File: config.mk
export PLATFORM = sky130hd
export DESIGN_NAME = fmp_lane
export DESIGN_NICKNAME = d
export VERILOG_FILES = /design/src/hdl/fmp_pkg.sv /design/src/hdl/fmp_lane.sv
export SDC_FILE = /design/constraint.sdc
export NUM_CORES = 2
export LEC_CHECK = 0
export BUFFER_PORTS_ARGS = -buffer_cell sky130_fd_sc_hd__buf_2
export CORE_MARGIN = 3
export CORE_UTILIZATION = 55
export DETAILED_ROUTE_END_ITERATION = 8
export GPL_ROUTABILITY_DRIVEN = 0
export PLACE_DENSITY_LB_ADDON = 0.08
export SYNTH_ARGS = -nofsm -noshare
export SYNTH_HDL_FRONTEND = slang
export SYNTH_SLANG_ARGS = --single-unit
File: constraint.sdc
create_clock -name clk -period 9.4 [get_ports clk]
set_clock_uncertainty 0.05 [all_clocks]
set_input_delay 1.41 -clock clk [delete_from_list [all_inputs] [get_ports clk]]
set_output_delay 1.41 -clock clk [all_outputs]
set_load 0.01 [all_outputs]
File: src/hdl/fmp_pkg.sv
// Shared types, widths and helpers for the field matrix power unit.
package fmp_pkg;

  localparam int DIM          = 3;
  localparam int ELEM_W       = 8;
  localparam int CFG_W        = 7;
  localparam int CFG_IDX_W    = 2;
  localparam int EXP_BITS_DEF = 16;
  // Barrett reciprocal: floor(2^RECIP_SHIFT / modulus)
  localparam int RECIP_SHIFT  = 22;
  localparam int RECIP_W      = 22;
  // Largest scalar product magnitude is 128*128*127, below 2^21.
  localparam int MAG_W        = 21;
  localparam int ABS_W        = 8;
  localparam int PROD_W       = 2 * ABS_W;

  localparam logic [CFG_IDX_W-1:0] REG_PRIME    = 2'd0;
  localparam logic [CFG_IDX_W-1:0] REG_W_SQUARE = 2'd1;

  localparam logic [CFG_W-1:0] PRIME_RESET  = 7'd2;
  localparam logic [CFG_W-1:0] PRIME_MIN    = 7'd2;
  localparam logic [CFG_W-1:0] WSQ_RESET    = 7'd0;

  typedef logic signed [ELEM_W-1:0] elem_t;

  typedef struct packed {
    logic [CFG_W-1:0]   modulus;
    logic [CFG_W-1:0]   w_square;
    logic [RECIP_W-1:0] recip;
  } field_t;

  typedef enum logic [5:0] {
    ST_IDLE = 6'b000001,
    ST_LEAD = 6'b000010,
    ST_LOOP = 6'b000100,
    ST_MUL  = 6'b001000,
    ST_WAIT = 6'b010000,
    ST_DONE = 6'b100000
  } state_t;

  // Magnitude of a signed entry; the most negative code gives 128.
  function automatic logic [ABS_W-1:0] mag_of(input elem_t v);
    logic [ABS_W-1:0] u;
    u = v;
    return v[ELEM_W-1] ? ABS_W'(~u + 1'b1) : u;
  endfunction

endpackage

File: src/hdl/fmp_lane.sv
// One entry lane: three field products, summed and reduced over five stages.
module fmp_lane (
  input  logic            clk,
  input  logic            rst,
  input  logic            start,
  input  fmp_pkg::field_t field,
  input  fmp_pkg::elem_t  row [fmp_pkg::DIM],
  input  fmp_pkg::elem_t  col [fmp_pkg::DIM],
  output logic            done,
  output fmp_pkg::elem_t  entry
);

  localparam int DIM   = fmp_pkg::DIM;
  localparam int MAG_W = fmp_pkg::MAG_W;
  localparam int CFG_W = fmp_pkg::CFG_W;
  localparam int WP_W  = fmp_pkg::PROD_W + CFG_W;
  localparam int BQ_W  = MAG_W + fmp_pkg::RECIP_W;
  localparam int QP_W  = MAG_W + CFG_W;
  localparam int SUM_W = fmp_pkg::ELEM_W + 2;

  logic [4:0] vld;

  logic [fmp_pkg::PROD_W-1:0] mag1 [DIM];
  logic                       neg1 [DIM];
  logic                       both1 [DIM];
  logic [MAG_W-1:0]           mag2 [DIM];
  logic                       neg2 [DIM];
  logic [MAG_W-1:0]           mag3 [DIM];
  logic [MAG_W-1:0]           quo3 [DIM];
  logic                       neg3 [DIM];
  fmp_pkg::elem_t             term [DIM];

  logic [WP_W-1:0]            wprod [DIM];
  logic [BQ_W-1:0]            bq    [DIM];
  logic [QP_W-1:0]            qp    [DIM];
  logic [MAG_W-1:0]           diff  [DIM];
  logic [CFG_W:0]             rfix  [DIM];
  logic [fmp_pkg::ELEM_W-1:0] tmag  [DIM];

  logic [SUM_W-1:0]           sum;
  logic [SUM_W-2:0]           smag;
  logic [SUM_W-2:0]           sred1;
  logic [SUM_W-2:0]           sred2;
  logic [fmp_pkg::ELEM_W-1:0] emag;

  always_ff @(posedge clk) begin
    if (rst) begin
      vld <= '0;
    end else begin
      vld <= {vld[3:0], start};
    end
  end

  assign done = vld[4];

  always_comb begin
    for (int j = 0; j < DIM; j++) begin
      wprod[j] = WP_W'(mag1[j]) * WP_W'(field.w_square);
      bq[j]    = BQ_W'(mag2[j]) * BQ_W'(field.recip);
      qp[j]    = QP_W'(quo3[j]) * QP_W'(field.modulus);
      diff[j]  = mag3[j] - qp[j][MAG_W-1:0];
      // Barrett leaves at most one extra modulus.
      rfix[j]  = (diff[j][CFG_W:0] >= {1'b0, field.modulus}) ?
                 (diff[j][CFG_W:0] - {1'b0, field.modulus}) : diff[j][CFG_W:0];
      tmag[j]  = {1'b0, rfix[j][CFG_W-1:0]};
    end
    sum = '0;
    for (int j = 0; j < DIM; j++) begin
      sum = sum + {{2{term[j][fmp_pkg::ELEM_W-1]}}, term[j]};
    end
    smag  = sum[SUM_W-1] ? (SUM_W-1)'(~sum + 1'b1) : sum[SUM_W-2:0];
    // Sum of three reduced terms stays below three times the modulus.
    sred1 = (smag >= (SUM_W-1)'(field.modulus)) ? (smag - (SUM_W-1)'(field.modulus)) : smag;
    sred2 = (sred1 >= (SUM_W-1)'(field.modulus)) ? (sred1 - (SUM_W-1)'(field.modulus)) : sred1;
    emag  = {1'b0, sred2[CFG_W-1:0]};
  end

  always_ff @(posedge clk) begin
    for (int j = 0; j < DIM; j++) begin
      mag1[j]  <= fmp_pkg::PROD_W'(fmp_pkg::mag_of(row[j])) *
                  fmp_pkg::PROD_W'(fmp_pkg::mag_of(col[j]));
      neg1[j]  <= row[j][fmp_pkg::ELEM_W-1] ^ col[j][fmp_pkg::ELEM_W-1];
      both1[j] <= row[j][fmp_pkg::ELEM_W-1] & col[j][fmp_pkg::ELEM_W-1];

      mag2[j]  <= both1[j] ? wprod[j][MAG_W-1:0] : MAG_W'(mag1[j]);
      neg2[j]  <= neg1[j];

      quo3[j]  <= bq[j][BQ_W-1:fmp_pkg::RECIP_SHIFT];
      mag3[j]  <= mag2[j];
      neg3[j]  <= neg2[j];

      term[j]  <= neg3[j] ? (~tmag[j] + 1'b1) : tmag[j];
    end
    entry <= sum[SUM_W-1] ? (~emag + 1'b1) : emag;
  end

endmodule

* After elaboration in Yosys (flattened, before gate mapping)
Memory sizes are Yosys's and may differ from the RTL's.
Index checks and enable logic that the tools add are counted.
Widths: inputs -> output; s select.
** Storage, ports and cells
- Bits in writable memories :: 273
- Memories kept :: 9
- Bits in registers :: 13
- Memory bits (read-only) :: 0
- Input port bits :: 87
- Logic and storage cells :: 86
- Output and inout port bits :: 9
- Bits in latches :: 0
** Cells by class
- Mux-type cells :: 19
- Shifts and indexed selects :: 0
- Multiply operators :: 12
- Reduce and logical (&&, ||, !) cells :: 0
- Add/sub/neg operators :: 21
- Equal/unequal tests :: 0
- Bitwise gates (word level) :: 17
- Divide/modulo/power cells :: 0
- Magnitude comparators :: 5
** Memories
- mag2 :: depth 3, bits a word 21, rd ports 3, clocked after memory_dff 0, write ports 3, RTL line fmp_lane.sv:26 : logic [MAG_W-1:0] mag2 [DIM];
- mag3 :: depth 3, bits a word 21, rd ports 3, clocked after memory_dff 0, write ports 3, RTL line fmp_lane.sv:28 : logic [MAG_W-1:0] mag3 [DIM];
- quo3 :: depth 3, bits a word 21, rd ports 3, clocked after memory_dff 0, write ports 3, RTL line fmp_lane.sv:29 : logic [MAG_W-1:0] quo3 [DIM];
- mag1 :: depth 3, bits a word 16, rd ports 3, clocked after memory_dff 0, write ports 3, RTL line fmp_lane.sv:23 : logic [fmp_pkg::PROD_W-1:0] mag1 [DIM];
- term :: depth 3, bits a word 8, rd ports 3, clocked after memory_dff 0, write ports 3, RTL line fmp_lane.sv:31 : fmp_pkg::elem_t term [DIM];
- both1 :: depth 3, bits a word 1, rd ports 3, clocked after memory_dff 0, write ports 3, RTL line fmp_lane.sv:25 : logic both1 [DIM];
- 3 more memories
** Operators by type and width (count)
- $mul 21x22->43 :: 3
- $add 8x1->8 const B :: 10
- $mux 8 :: 9
- $mul 16x7->21 :: 3
- $mul 21x7->8 :: 3
- $mux 21 :: 3
- $mul 8x8->16 :: 3
- $not 8->8 :: 6
- $mux 7 :: 5
- $not 7->8 :: 4
- $sub 7x7->7 :: 4
- $ge 8x7->1 :: 3
- $sub 8x8->8 :: 3
- $ge 9x7->1 :: 2
- $mux 9 :: 2
- $add 9x8->10 :: 1
- $add 8x8->9 :: 1
- $add 9x1->9 const B :: 1
- $not 9->9 :: 1
- $sub 9x7->9 :: 1
- $and 1x1->1 :: 3
- $xor 1x1->1 :: 3

* Depth between registers and ports, before layout
An unclocked memory read counts as a cell.
- Depth in word-level cells :: 13
- Depth in mapped cells :: 35
- Depth with buffers taken out :: 32

* Least setup slack after synthesis
OpenSTA, ideal clock, no wires.
- Path kind :: input to register
- From :: input port field[12] (netlist name)
- To :: memory quo3[0][7]
- Arrival time :: 7.855 ns
- Buffers on the path :: 2
- Library setup time :: 0.120 ns
- Required time :: 9.230 ns
- Cell stages on the path :: 26
- Path slack :: 1.375 ns
- Path through :: clkbuf_1 > clkbuf_1 > nand2_1 > fa_1 > inv_1 > fa_1 > inv_1 > fa_1 > inv_1 > fa_1 > inv_1 > fa_1 > inv_1 > fa_1 > fa_1 > ha_1 > a21o_1 > a21o_1 > a221o_1 > a21o_1 > a21oi_1 > o31ai_1 > o31ai_1 > o21ai_0 > a21oi_1 > xnor2_1
** RTL lines
- start: declaration :: RTL line fmp_lane.sv:6 : input fmp_pkg::field_t field,
- end: declaration :: RTL line fmp_lane.sv:29

==> insert_results.sql <==
INSERT INTO impl_metrics (metric_group, metric, value, unit) VALUES
('detailed_routing', 'detail_route.wirelength', '148', 'mm'),
('critical_path', 'slowest_stage', 'sky130_fd_sc_hd__nand4b_1', ''),
('final_layout', 'drive_above_1_share', '4.60', '%'),
('yosys', 'avgSynthCellArea', '8.94', 'µm²'),
('final_layout', 'post_layout_nonfiller_instances', '8116', ''),
('floorplanning', 'ios', '96', ''),
('critical_path', 'end_kind', 'register', ''),
('yosys', 'yosysWarnings', '0', ''),
('global_routing', 'antenna_found_initial', '20', ''),
('sta', 'timing.hold.ws', '0.303', 'ns'),
('detailed_routing', 'first_iter_violations', '2106', ''),
('critical_path', 'reg2reg_setup_slack', '1.09', 'ns'),
('sta', 'fin_setup_tns', '0', 'ns'),
('floorplanning', 'std_cell_rows', '120', ''),
('yosys', 'yosys_most_used_dff', 'sky130_fd_sc_hd__dfxtp_1', ''),
('cts', 'cts_resizes', '0', ''),
('cts', 'tritoncts', 'done', ''),
('floorplanning', 'floorplan.core_area', '0.108', 'mm²'),
('global_routing', 'grt.total_usage', '27.4', '%'),
('floorplanning', 'initial_utilization', '55.9', '%'),
('floorplanning', 'die_width', '338', 'µm'),
('placement', 'numPlacedInstances', '8050', ''),
('global_routing', 'gr-total-overflow', '0', ''),
('cts', 'clock_sink_count', '208', ''),
('cts', 'clock_path_buffers', '3', ''),
('yosys', 'post_synth_edffs', '0', ''),
('detailed_routing', 'via_count', '43400', ''),
('cts', 'holdBufCountCts', '0', ''),
('critical_path', 'max_stage_delay_on_crit_path', '0.51', 'ns'),
('detailed_routing', 'routed_via_density', '5.35', ''),
('final_layout', 'layout-area-overhead-vs-synth', '4.75', '%'),
('worst_hold_path', 'hp-start', 'neg2[0][0]', ''),
('sta', 'slew-limit-headroom', '17.5', '%'),
('critical_path', 'reg2reg_to', 'entry[3]', ''),
('critical_path', 'cp.required', '9.83', 'ns'),
('critical_path', 'ff_to_ff_start', 'term[0][1]', ''),
('critical_path', 'reg2regPathDepth', '31', ''),
('sta', 'worst_pin_slew', '1.24', 'ns'),
('detailed_routing', 'route.detailed.wl_per_inst', '18.2', 'µm'),
('yosys', 'synthDominantCellAreaShare', '42.5', '%'),
('sta', 'postLayoutSetupSlackWorst', '1.09', 'ns'),
('yosys', 'post_synth_instance_area', '0.0604', 'mm²'),
('yosys', 'synthCells', '6759', ''),
('sta', 'timing.final.hold_violations', '0', ''),
('worst_hold_path', 'hold_depth', '0', ''),
('job', 'maxCapViolations', '0', ''),
('outcome', 'outcome', 'finished, final reports clean', ''),
('floorplanning', 'die_area', '0.114', 'mm²'),
('cts', 'clkSlewWorstSetupHoldPaths', '0.06', 'ns'),
('worst_hold_path', 'holdPathEnd', 'neg3[0][0]', ''),
('global_routing', 'first_global_vias', '47200', ''),
('yosys', 'ys_seq_elements', '208', ''),
('yosys', 'synth_nets', '8710', ''),
('placement', 'numPortBuffers', '95', ''),
('critical_path', 'critical_path_peak_fanout', '13', ''),
('placement', 'detailed_place_hpwl', '118', 'mm'),
('global_routing', 'pin_count_of_the_biggest_net_entering_global_routing', '43', ''),
('critical_path', 'crit_type', 'register to register', ''),
('yosys', 'synth.most_common_cell', 'sky130_fd_sc_hd__inv_1', ''),
('cts', 'clockRootBuffer', 'sky130_fd_sc_hd__clkbuf_16', ''),
('yosys', 'synth_seq_area_share', '6.89', '%'),
('cts', 'post-cts-setup-buffers', '0', ''),
('sta', 'period_share', '88.4', '%'),
('detailed_routing', 'firstDrtPassIters', '5', ''),
('placement', 'pre_cts_slack', '0.866', 'ns'),
('yosys', 'synth.distinct_cells', '78', ''),
('detailed_routing', 'postRouteAntennaNets', '0', ''),
('sta', 'clock.fmax', '120', 'MHz'),
('critical_path', 'crit_path_start_kind', 'register', ''),
('cts', 'cts_max_level', '1', ''),
('worst_hold_path', 'hold_path.class', 'register to register', '');
[worst max-delay path: cells and delay by family (launching register included)]
family                     cells  cell delay, ns
adders and majority gates      5            1.75
buffers and inverters          4            0.38
and+or+nand+nor                7            1.64
AOI/OAI and AO/OA             13            3.37
xor gates and xnor gates       1            0.33
muxes                          1            0.33
DFF                            1            0.30
[cell usage in the layout (no fill, tap or decap), drive strengths merged, types with 13 or more instances in the layout]
master,Yosys,layout
or3,30,30
o31ai,21,21
fa,1283,1283
nor3,30,30
nor2,164,164
a211oi,14,14
and3,14,14
clkbuf,281,35
nor2b,57,57
xor2,78,78
mux2i,23,23
and2,624,624
a21o,44,44
ha,581,581
xnor2,252,252
dfxtp,208,208
a21oi,102,102
o211ai,13,13
nand2,1119,1119
nand2b,49,49
nand3,37,37
inv,1401,1404
o21ai,104,104
o21bai,17,17
mux2,54,54
o21a,14,14
buf,8,177
a21boi,19,19
[per-layer routing]
layer / track usage [%] / wire [µm] / up-vias
li1: - / - / 20000
met1: 35.7 / 62000 / 22200
met2: 47.4 / 72400 / 1002
met3: 4.56 / 8710 / 240
met4: 7.13 / 4430 / 6
met5: 0 / 40 / -
[layout make-up]
type                       count  area (µm²)  area share [%]
antenna                       12        30.0          0.0474
tap                         1403        1760            2.77
timing repair buffer         177        1130            1.78
clock buffer                  35         769            1.22
clock inverter                19         297           0.468
inverter                    1401        5260            8.31
sequential                   208        4160            6.58
multi-input combinational   4861       49900            78.8
[worst max path at each step]
stage | startpoint | endpoint | slack (ns) | depth (start not counted)
2_1_floorplan | field[12] | quo3[0][7] | 1.38 | 26
3_3_place_gp | field[9] | quo3[0][27] | 1.02 | 23
3_5_place_dp | field[8] | quo3[0][7] | 0.87 | 25
4_1_cts | term[0][1] | entry[3] | 1.16 | 31
5_1_grt | term[0][1] | entry[3] | 0.52 | 32
6_report | term[0][1] | entry[3] | 1.09 | 31
[state kept, by name (all words and copies together) (netlist names)]
register	cells
entry	8
mag3	24
neg2	3
mag1	48
both1	3
mag2	63
neg1	3
vld	5
neg3	3
term	24
quo3	24
[through the flow]
stage / cell area [µm²] / utilization, %
final: 63300 / 58.6
after global routing: 63300 / 58.6
after CTS: 63300 / 58.5
after detailed placement: 62200 / 57.6
after global placement: 62200 / 57.6
after floorplan: 60400 / -
[logic make-up after synthesis]
family                   count (synthesis)  synth area share [%]
multiplexers                            77                  1.40
AO/OA/AOI/OAI                          417                  4.61
flip-flops                             208                  6.89
buffers and inverters                 1690                  10.5
adder cells (fa/ha/maj)               1864                  54.5
XOR/XNOR                               334                  4.94
AND/OR/NAND/NOR                       2169                  17.1
Power is not shown: default switching activity piles up to over one toggle a cycle in this logic, so the estimate is an artifact.
