==> config.mk <==
export PLATFORM = sky130hd
export DESIGN_NAME = fmp_recip
export DESIGN_NICKNAME = d
export VERILOG_FILES = /design/src/hdl/fmp_pkg.sv /design/src/hdl/fmp_recip.sv
export SDC_FILE = /design/constraint.sdc
export NUM_CORES = 1
export LEC_CHECK = 0
export BUFFER_PORTS_ARGS = -buffer_cell sky130_fd_sc_hd__buf_4
export CORE_MARGIN = 2
export CORE_UTILIZATION = 40
export CTS_CLUSTER_DIAMETER = 150
export DETAILED_ROUTE_END_ITERATION = 8
export GPL_ROUTABILITY_DRIVEN = 0
export PLACE_DENSITY = 0.61
export SYNTH_ARGS = -nofsm -noshare
export SYNTH_HDL_FRONTEND = slang
export SYNTH_SLANG_ARGS = --single-unit
==> constraint.sdc <==
create_clock -name clk -period 4.6 [get_ports clk]
set_input_delay 0.92 -clock clk [delete_from_list [all_inputs] [get_ports clk]]
set_output_delay 0.92 -clock clk [all_outputs]
set_load 0.03 [all_outputs]
==> src/hdl/fmp_pkg.sv <==
// Shared types, widths and helpers for the field matrix power unit.
package fmp_pkg;

  localparam int DIM          = 3;
  localparam int ELEM_W       = 8;
  localparam int CFG_W        = 7;
  localparam int CFG_IDX_W    = 2;
  localparam int EXP_BITS_DEF = 16;
  // Barrett reciprocal: floor(2^RECIP_SHIFT / modulus)
  localparam int RECIP_SHIFT  = 22;
  localparam int RECIP_W      = 22;
  // Largest scalar product magnitude is 128*128*127, below 2^21.
  localparam int MAG_W        = 21;
  localparam int ABS_W        = 8;
  localparam int PROD_W       = 2 * ABS_W;

  localparam logic [CFG_IDX_W-1:0] REG_PRIME    = 2'd0;
  localparam logic [CFG_IDX_W-1:0] REG_W_SQUARE = 2'd1;

  localparam logic [CFG_W-1:0] PRIME_RESET  = 7'd2;
  localparam logic [CFG_W-1:0] PRIME_MIN    = 7'd2;
  localparam logic [CFG_W-1:0] WSQ_RESET    = 7'd0;

  typedef logic signed [ELEM_W-1:0] elem_t;

  typedef struct packed {
    logic [CFG_W-1:0]   modulus;
    logic [CFG_W-1:0]   w_square;
    logic [RECIP_W-1:0] recip;
  } field_t;

  typedef enum logic [5:0] {
    ST_IDLE = 6'b000001,
    ST_LEAD = 6'b000010,
    ST_LOOP = 6'b000100,
    ST_MUL  = 6'b001000,
    ST_WAIT = 6'b010000,
    ST_DONE = 6'b100000
  } state_t;

  // Magnitude of a signed entry; the most negative code gives 128.
  function automatic logic [ABS_W-1:0] mag_of(input elem_t v);
    logic [ABS_W-1:0] u;
    u = v;
    return v[ELEM_W-1] ? ABS_W'(~u + 1'b1) : u;
  endfunction

endpackage

==> src/hdl/fmp_recip.sv <==
// Bit-serial divider that forms the Barrett reciprocal of the modulus.
module fmp_recip (
  input  logic                        clk,
  input  logic                        rst,
  input  logic                        start,
  input  logic [fmp_pkg::CFG_W-1:0]   divisor,
  output logic                        busy,
  output logic [fmp_pkg::RECIP_W-1:0] recip
);

  localparam int STEPS = fmp_pkg::RECIP_SHIFT + 1;
  localparam int CNT_W = $clog2(STEPS);

  logic [CNT_W-1:0]          cnt;
  logic [fmp_pkg::CFG_W-1:0] rem;
  logic [fmp_pkg::CFG_W:0]   part;
  logic [fmp_pkg::CFG_W:0]   part_next;
  logic                      ge;
  logic                      last;

  // Dividend is a single one at the top bit followed by zeros.
  always_comb begin
    part      = {rem, (cnt == '0)};
    ge        = (part >= {1'b0, divisor});
    part_next = ge ? (part - {1'b0, divisor}) : part;
    last      = (cnt == CNT_W'(STEPS - 1));
  end

  always_ff @(posedge clk) begin
    if (rst || start) begin
      busy <= 1'b1;
      cnt  <= '0;
      rem  <= '0;
    end else if (busy) begin
      rem   <= part_next[fmp_pkg::CFG_W-1:0];
      recip <= {recip[fmp_pkg::RECIP_W-2:0], ge};
      cnt   <= cnt + 1'b1;
      if (last) begin
        busy <= 1'b0;
      end
    end
  end

endmodule

# == After elaboration in Yosys (flattened, before gate mapping) ==
# Cells that the tools add are included.
# Widths: inputs -> output; s select.
# totals
regBits,35
elab_cells,15
output_inout_bits,23
# classes
n_eq_ne,1
n_bitwise,1
muxes,3
n_addsub,2
order_cmp,1
reduce_logical,3
# ops
op,count
$ge 8x7->1,1
$mux 7,1
$sub 7x7->7,1
$add 5x1->5 const B,1
$eq 5x5->1 const B,1
$logic_not 5->1,1
$mux 1,2
$reduce_and 2->1,1
$logic_or 1x1->1,1
$not 1->1,1

# == Logic depth before layout (Yosys ltp) ==
# Gate-level depths: netlist (run 1).
# logic_depth
ltp_word,3
ltp_mapped,11
depth_no_buf,11

# == Worst setup path after synthesis (run 1) ==
# Ideal clock, no wire load.
# synth_path
kind,flip-flop to flip-flop
startpoint,register cnt[0]
endpoint,register rem[3] in the netlist's numbering
stages_incl_launch_ff,12
slack_ns,2.040
required_time_ns,4.464
path_buffers,0
t_arrival_ns,2.423
path_cell_list,dfxtp_1 > inv_1 > ha_1 > or4b_1 > ha_1 > fa_1 > nand2b_2 > a211oi_2 > nor3_4 > inv_4 > mux2i_1 > a211oi_1
# synth_between
elab_chain_len,3
word_cells_on_any_way,4
cone_classes,add/sub: 1; order compare: 1; mux: 1; reduce/logical: 1
# synth_rtl
element,line,rtl
from (decl),fmp_recip.sv:14,logic [CNT_W-1:0] cnt;
from (signal assigned),fmp_recip.sv:37,cnt <= cnt + 1'b1;
$logic_not 5->1,fmp_recip.sv:23,"part = {rem, (cnt == '0)};"
$ge 8x7->1,fmp_recip.sv:24,"ge = (part >= {1'b0, divisor});"
net ge,fmp_recip.sv:18,logic ge;
$mux 7,fmp_recip.sv:25,"part_next = ge ? (part - {1'b0, divisor}) : part;"
to (signal assigned),fmp_recip.sv:35,rem <= part_next[fmp_pkg::CFG_W-1:0];
to (decl),fmp_recip.sv:15,logic [fmp_pkg::CFG_W-1:0] rem;
# The timed path passes the listed nets, and every way through them passes these cells.
# A chain may end at the register's enable or synchronous reset.

# == Worst setup path in the final report (run 1) ==
# layout_path
startpoint,register cnt[0]
endpoint,register rem[4] in the netlist's numbering
# The elaborated chain is that of the path after synthesis.

==> flow_summary.json, run 1 <==
{
  "outcome": "finished clean",
  "reg2reg_slack_ns": 1.81,
  "cts-root-buf": "clkbuf_8",
  "yosysSeqAreaShare_pct": 56.9,
  "grt_pass1_vias": 1061,
  "grt_overflow_total": 0,
  "port_buffers": 32,
  "power.total_mw": 0.751,
  "relSlewSlack_pct": 38.4,
  "cp.arrival_ns": 2.92,
  "fill_cells": 347,
  "diodes": 0,
  "dieArea_um2": 4570,
  "p_per_area_nw_per_um2": 368,
  "grt_max_degree": 24,
  "vias": 1125,
  "leakagePower_nw": 0.829,
  "max_stage_delay_ns": 0.47,
  "setup.worst_path.start_class": "flop",
  "hold_class": "reg -> reg",
  "wl_met1_um": 1360,
  "ys_ff_latch": 35,
  "die_w_um": 67.6,
  "tightestPinTransition_ns": 0.923,
  "cts_setup_buffers": 0,
  "finalNetCount": 195,
  "cts_hold_buf": 0,
  "grt_pass1_wl_um": 4840,
  "rsz0062_at_grt": "false",
  "grt_usage_pct": 14.1,
  "dp_hpwl_um": 2240,
  "synth_edf_count": 22,
  "synth_top_cell_area_share_pct": 40.8,
  "post_drt_wl_per_cell_um": 13.0,
  "coreArea_um2": 3940,
  "drv_slew": 0,
  "crit_path_cell_trace": "inv_1 > ha_1 > or4b_1 > ha_1 > fa_1 > nand2b_2 > a211oi_2 > nor3_4 > inv_4 > mux2i_1 > a211oi_1",
  "syn-num-nets": 159,
  "peakVddDrop_mv": 0.230,
  "clock_latency_ns": 0.28,
  "maxCapViolCount": 0,
  "tns_ns": 0,
  "fp.dieH_um": 67.6,
  "dr_wl_met2_um": 1420,
  "dr.pass1.iters": 4,
  "ctsResizeCount": 0,
  "cts_max_path_buffers": 2,
  "skew_ns": 0.00657,
  "ys.flop_type": "edfxtp_1",
  "antenna_left": 0,
  "path_class": "reg -> reg",
  "synth_warnings": 0,
  "num_io_pins": 33,
  "wl_met3_um": 139,
  "endpoint_kind": "flop",
  "final_common_cell": "buf_4",
  "synthesis.area_um2": 1620,
  "avgViaCountPerCell": 5.00,
  "start_util_pct": 41.1,
  "h-tree-depth": 2,
  "min_period_ns": 2.79,
  "clock.fmax_ghz": 0.358,
  "critPathSlowestCell": "or4b_1",
  "ys_async_sr_fraction_pct": 0,
  "ys_types": 39,
  "final_cell_mix": "buf_4, edfxtp_1, nor2_1, dfxtp_1, inv_1",
  "synth_area_leaders": "edfxtp_1, dfxtp_1, ha_1",
  "finalHoldViolations": 0,
  "area_delta_synth_final_pct": 26.2,
  "row_count": 23,
  "cp.required_ns": 4.72,
  "timing.final.crit_share_pct": 60.7,
  "setup_viol": 0,
  "top_layer_used": "met3",
  "worstPathMaxFanout": 6,
  "dr.first_iter.drc_count": 60,
  "cts_tree": "built",
  "drt_wl_total_um": 2920,
  "antenna_found_initial": 0,
  "syn_inst": 138,
  "crit_path_frequent_cell": "ha_1",
  "drive_gt1_share_pct": 26.3,
  "synth.avg_cell_area_um2": 11.7,
  "cts_buffers": 5,
  "drc": 0,
  "clkSlewWorstSetupHoldPaths_ns": 0.07,
  "clock_sinks": 35,
  "synth_top_cell_by_area": "edfxtp_1"
}
[area by class of cell]
| class | instances | area (um^2) | area share (%) |
|---|---|---|---|
| Clock buffer | 6 | 72.6 | 3.55 |
| Tap cell | 50 | 62.6 | 3.06 |
| Inverter | 12 | 47.5 | 2.33 |
| Timing Repair Buffer | 32 | 240 | 11.8 |
| Clock inverter | 2 | 60.1 | 2.94 |
| Sequential cell | 35 | 921 | 45.1 |
| Multi-Input combinational cell | 88 | 639 | 31.3 |
[routing by layer]
metal	up-vias	GRT usage, %
li1	568	-
met1	532	18.1
met2	25	23.4
met3	0	3.50
met4	0	3.83
met5	-	0
[sequential cells by signal (all words and copies together) (netlist names)]
register and count:
recip 22, cnt 5, rem 7, busy 1
[path summary, 6_finish.rpt]
path	cells after the start	end	start
max	11	rem[4]	cnt[0]
min	0	recip[1]	recip[0]
max reg2reg	11	rem[4]	cnt[0]
min reg2reg	0	recip[1]	recip[0]
[cell families (layout without fill, tap and decap cells)]
logic type | count (synthesis) | in the layout | synth area share [%]
and+or+nand+nor | 40 | 40 | 13.8
DFF | 35 | 35 | 56.9
AOI/OAI and AO/OA | 25 | 25 | 9.74
buffers and inverters | 15 | 52 | 3.63
adders and majority gates | 11 | 11 | 8.96
xor gates and xnor gates | 7 | 7 | 3.79
muxes | 5 | 5 | 3.17
[through the flow]
step                area [um^2]  instances  worst slack [ns]  hold WS [ns]  utilization (%)
floorplan                  1620        138              2.04         0.463                -
global placement           1910        217              1.89         0.436             48.5
detailed placement         1910        217              1.81         0.439             48.5
CTS                        2040        225              1.79         0.464             51.8
global route               2040        225              1.66         0.472             51.8
finish                     2040        225              1.81         0.453             51.8
[synth_stat cells (2+ instances only)]
| cell type | n |
|---|---|
| a211oi_1 | 2 |
| a21oi_1 | 7 |
| a31o_1 | 2 |
| a31oi_1 | 3 |
| clkbuf_1 | 2 |
| dfxtp_1 | 13 |
| edfxtp_1 | 22 |
| ha_1 | 10 |
| inv_1 | 11 |
| mux2i_1 | 4 |
| nand2_1 | 6 |
| nand3_1 | 3 |
| nand4_1 | 3 |
| nand4b_1 | 2 |
| nor2_1 | 13 |
| o21ai_0 | 6 |
| or4_1 | 2 |
| xnor2_1 | 2 |
| xor2_1 | 5 |
[worst max-delay path: cells and delay by family (launching register included)]
family                   cells  cell delay, ns
adder cells (fa/ha/maj)      3            0.75
multiplexers                 1            0.20
buffers and inverters        2            0.20
AND/OR/NAND/NOR              3            0.79
flip-flops                   1            0.35
AO/OA/AOI/OAI                2            0.35
[where the power goes]
group	switching [mW]	internal (mW)	leakage, nW	total [mW]
clock network	0.103	0.217	0.0654	0.320
registers	0.00622	0.344	0.312	0.350
logic	0.0473	0.0336	0.451	0.0810
No activity file was read; power rests on OpenSTA's default activity.
==> inputs of run 2 (changes only) <==
Clock period 4.6 ns to 2.6 ns, I/O delays scaled along.
==> flow_summary.json, run 2 (synthesized netlist as in run 1, its figures left out) <==
{
  "drive_gt1_share_pct": 33.5,
  "largest_register_ffs": 22,
  "relSlewSlack_pct": 70.0,
  "drc": 0,
  "clock_sinks": 35,
  "setup_ws_ns": 0.0806,
  "endpoint_kind": "flop",
  "post_drt_wl_per_cell_um": 13.0,
  "die_w_um": 67.6,
  "multi_input_area_um2": 673,
  "pre_cts_slack_ns": -0.0775,
  "grt_use_met1_pct": 17.7,
  "path_class": "reg -> reg",
  "coreArea_um2": 3940,
  "min-delay-start": "recip[0]",
  "final_common_cell": "buf_4",
  "power.total_mw": 1.15,
  "design_area_um2": 2110,
  "finalNetCount": 205,
  "use_met2_pct": 25.0,
  "clock.fmax_ghz": 0.397,
  "r2r-end": "rem[3]",
  "cts-root-buf": "clkbuf_8",
  "outcome": "finished clean",
  "reg2reg_slack_ns": 0.08,
  "dieArea_um2": 4570,
  "cts_tree": "built",
  "grt_use_met3_pct": 4.00,
  "comb_power_share_pct": 14.1,
  "hold_end": "recip[1]",
  "timing.rr.start": "cnt[0]",
  "tns_ns": 0,
  "grt_max_degree": 23,
  "internal_power_mw": 0.868,
  "cp.required_ns": 2.74,
  "setup.worst_path.start_class": "flop",
  "leakagePower_nw": 0.857,
  "avgViaCountPerCell": 4.94,
  "seqPwrFrac_pct": 53.8,
  "dr.pass1.iters": 4,
  "cts_hold_buf": 0,
  "skew_ns": 0.00332,
  "tightestPinTransition_ns": 0.450,
  "peakVddDrop_mv": 0.303,
  "hold_depth": 0,
  "regArea_um2": 922,
  "dp.cells": 225,
  "fp.dieH_um": 67.6,
  "clock_latency_ns": 0.28,
  "clkSlewWorstSetupHoldPaths_ns": 0.07,
  "grt.busiest_layer": "met2",
  "p_clk_share_pct": 32.1,
  "post-route-util_pct": 53.4,
  "h-tree-depth": 2,
  "antenna_found_initial": 0,
  "grt_pass1_wl_um": 4930,
  "vias": 1161,
  "setup_viol": 0,
  "fill_cells": 348,
  "p_sw_share_pct": 24.6,
  "regMostFlops": "recip",
  "row_count": 23,
  "p_switching_mw": 0.283,
  "timing.hold.ws_ns": 0.456,
  "timing.final.crit_share_pct": 96.9,
  "layout.cells.non_filler": 235,
  "placed_cell_area_um2": 1970,
  "drv_slew": 0,
  "start_util_pct": 41.1,
  "drt_wl_total_um": 3060,
  "area_delta_synth_final_pct": 30.1,
  "hold_class": "reg -> reg",
  "grt_usage_pct": 14.9,
  "cts_buffers": 5,
  "cp.arrival_ns": 2.66,
  "antenna_left": 0,
  "min_period_ns": 2.52,
  "grt_overflow_total": 0,
  "reg2reg_depth": 11,
  "finalHoldViolations": 0,
  "rsz0062_at_grt": "true",
  "reg_top3": "recip (22), rem (7), cnt (5)",
  "cts_max_path_buffers": 2,
  "num_io_pins": 33,
  "dp_hpwl_um": 2320,
  "p_per_area_nw_per_um2": 547,
  "port_buffers": 32,
  "diodes": 0,
  "dr.first_iter.drc_count": 83,
  "worstPathMaxFanout": 5,
  "grt_pass1_vias": 1085,
  "final_cell_mix": "buf_4, edfxtp_1, nor2_1, dfxtp_1, inv_1",
  "maxCapViolCount": 0
}
==> run 2: worst max path at each step <==
stage / startpoint / endpoint / slack, ns
final: cnt[0] / rem[3] / 0.08
after global routing: cnt[0] / rem[4] / -0.04
after CTS: cnt[0] / rem[3] / 0.01
after detailed placement: cnt[0] / rem[3] / -0.08
after global placement: cnt[0] / rem[4] / -0.006
after floorplan: cnt[0] / rem[3] / 0.04
==> run 2: area by class of cell <==
class	count	share of cell area, %
Sequential cell	35	43.8
Multi-Input combinational cell	88	32.0
Timing Repair Buffer	42	15.0
Clock buffer	6	3.45
Tap cell	50	2.97
Inverter	12	2.26
Clock inverter	2	0.594
==> run 2: critical path, cell delays in order (launching register included) <==
cell and delay [ns]:
dfxtp_2 0.32, inv_2 0.05, ha_2 0.14, or4b_4 0.47
ha_4 0.18, fa_2 0.34, nand2b_4 0.17, a211oi_4 0.24
nor3_4 0.09, inv_4 0.09, mux2i_1 0.19, a211oi_1 0.09
==> run 2: layer usage <==
layer,up-vias,share of wire [%]
met2,29,50
met3,7,6.2
met5,-,0
met1,533,43
li1,592,-
met4,0,1.2
==> run 2: power groups by stage <==
stage               logic, mW  registers, mW  clock network (mW)
floorplan              0.0726          0.655                   0
global placement        0.149          0.630                   0
detailed placement      0.153          0.632                   0
CTS                     0.159          0.619               0.384
global route            0.180          0.621               0.409
finish                  0.162          0.619               0.370
==> run 2: what timing repair did <==
item                                    in CTS  in global routing
endpoints found under the setup margin       4                  4
pin swaps                                    2                  3
gates resized for setup                      5                  4
hold endpoints to repair                     0                  0
buffers inserted                             0                  2
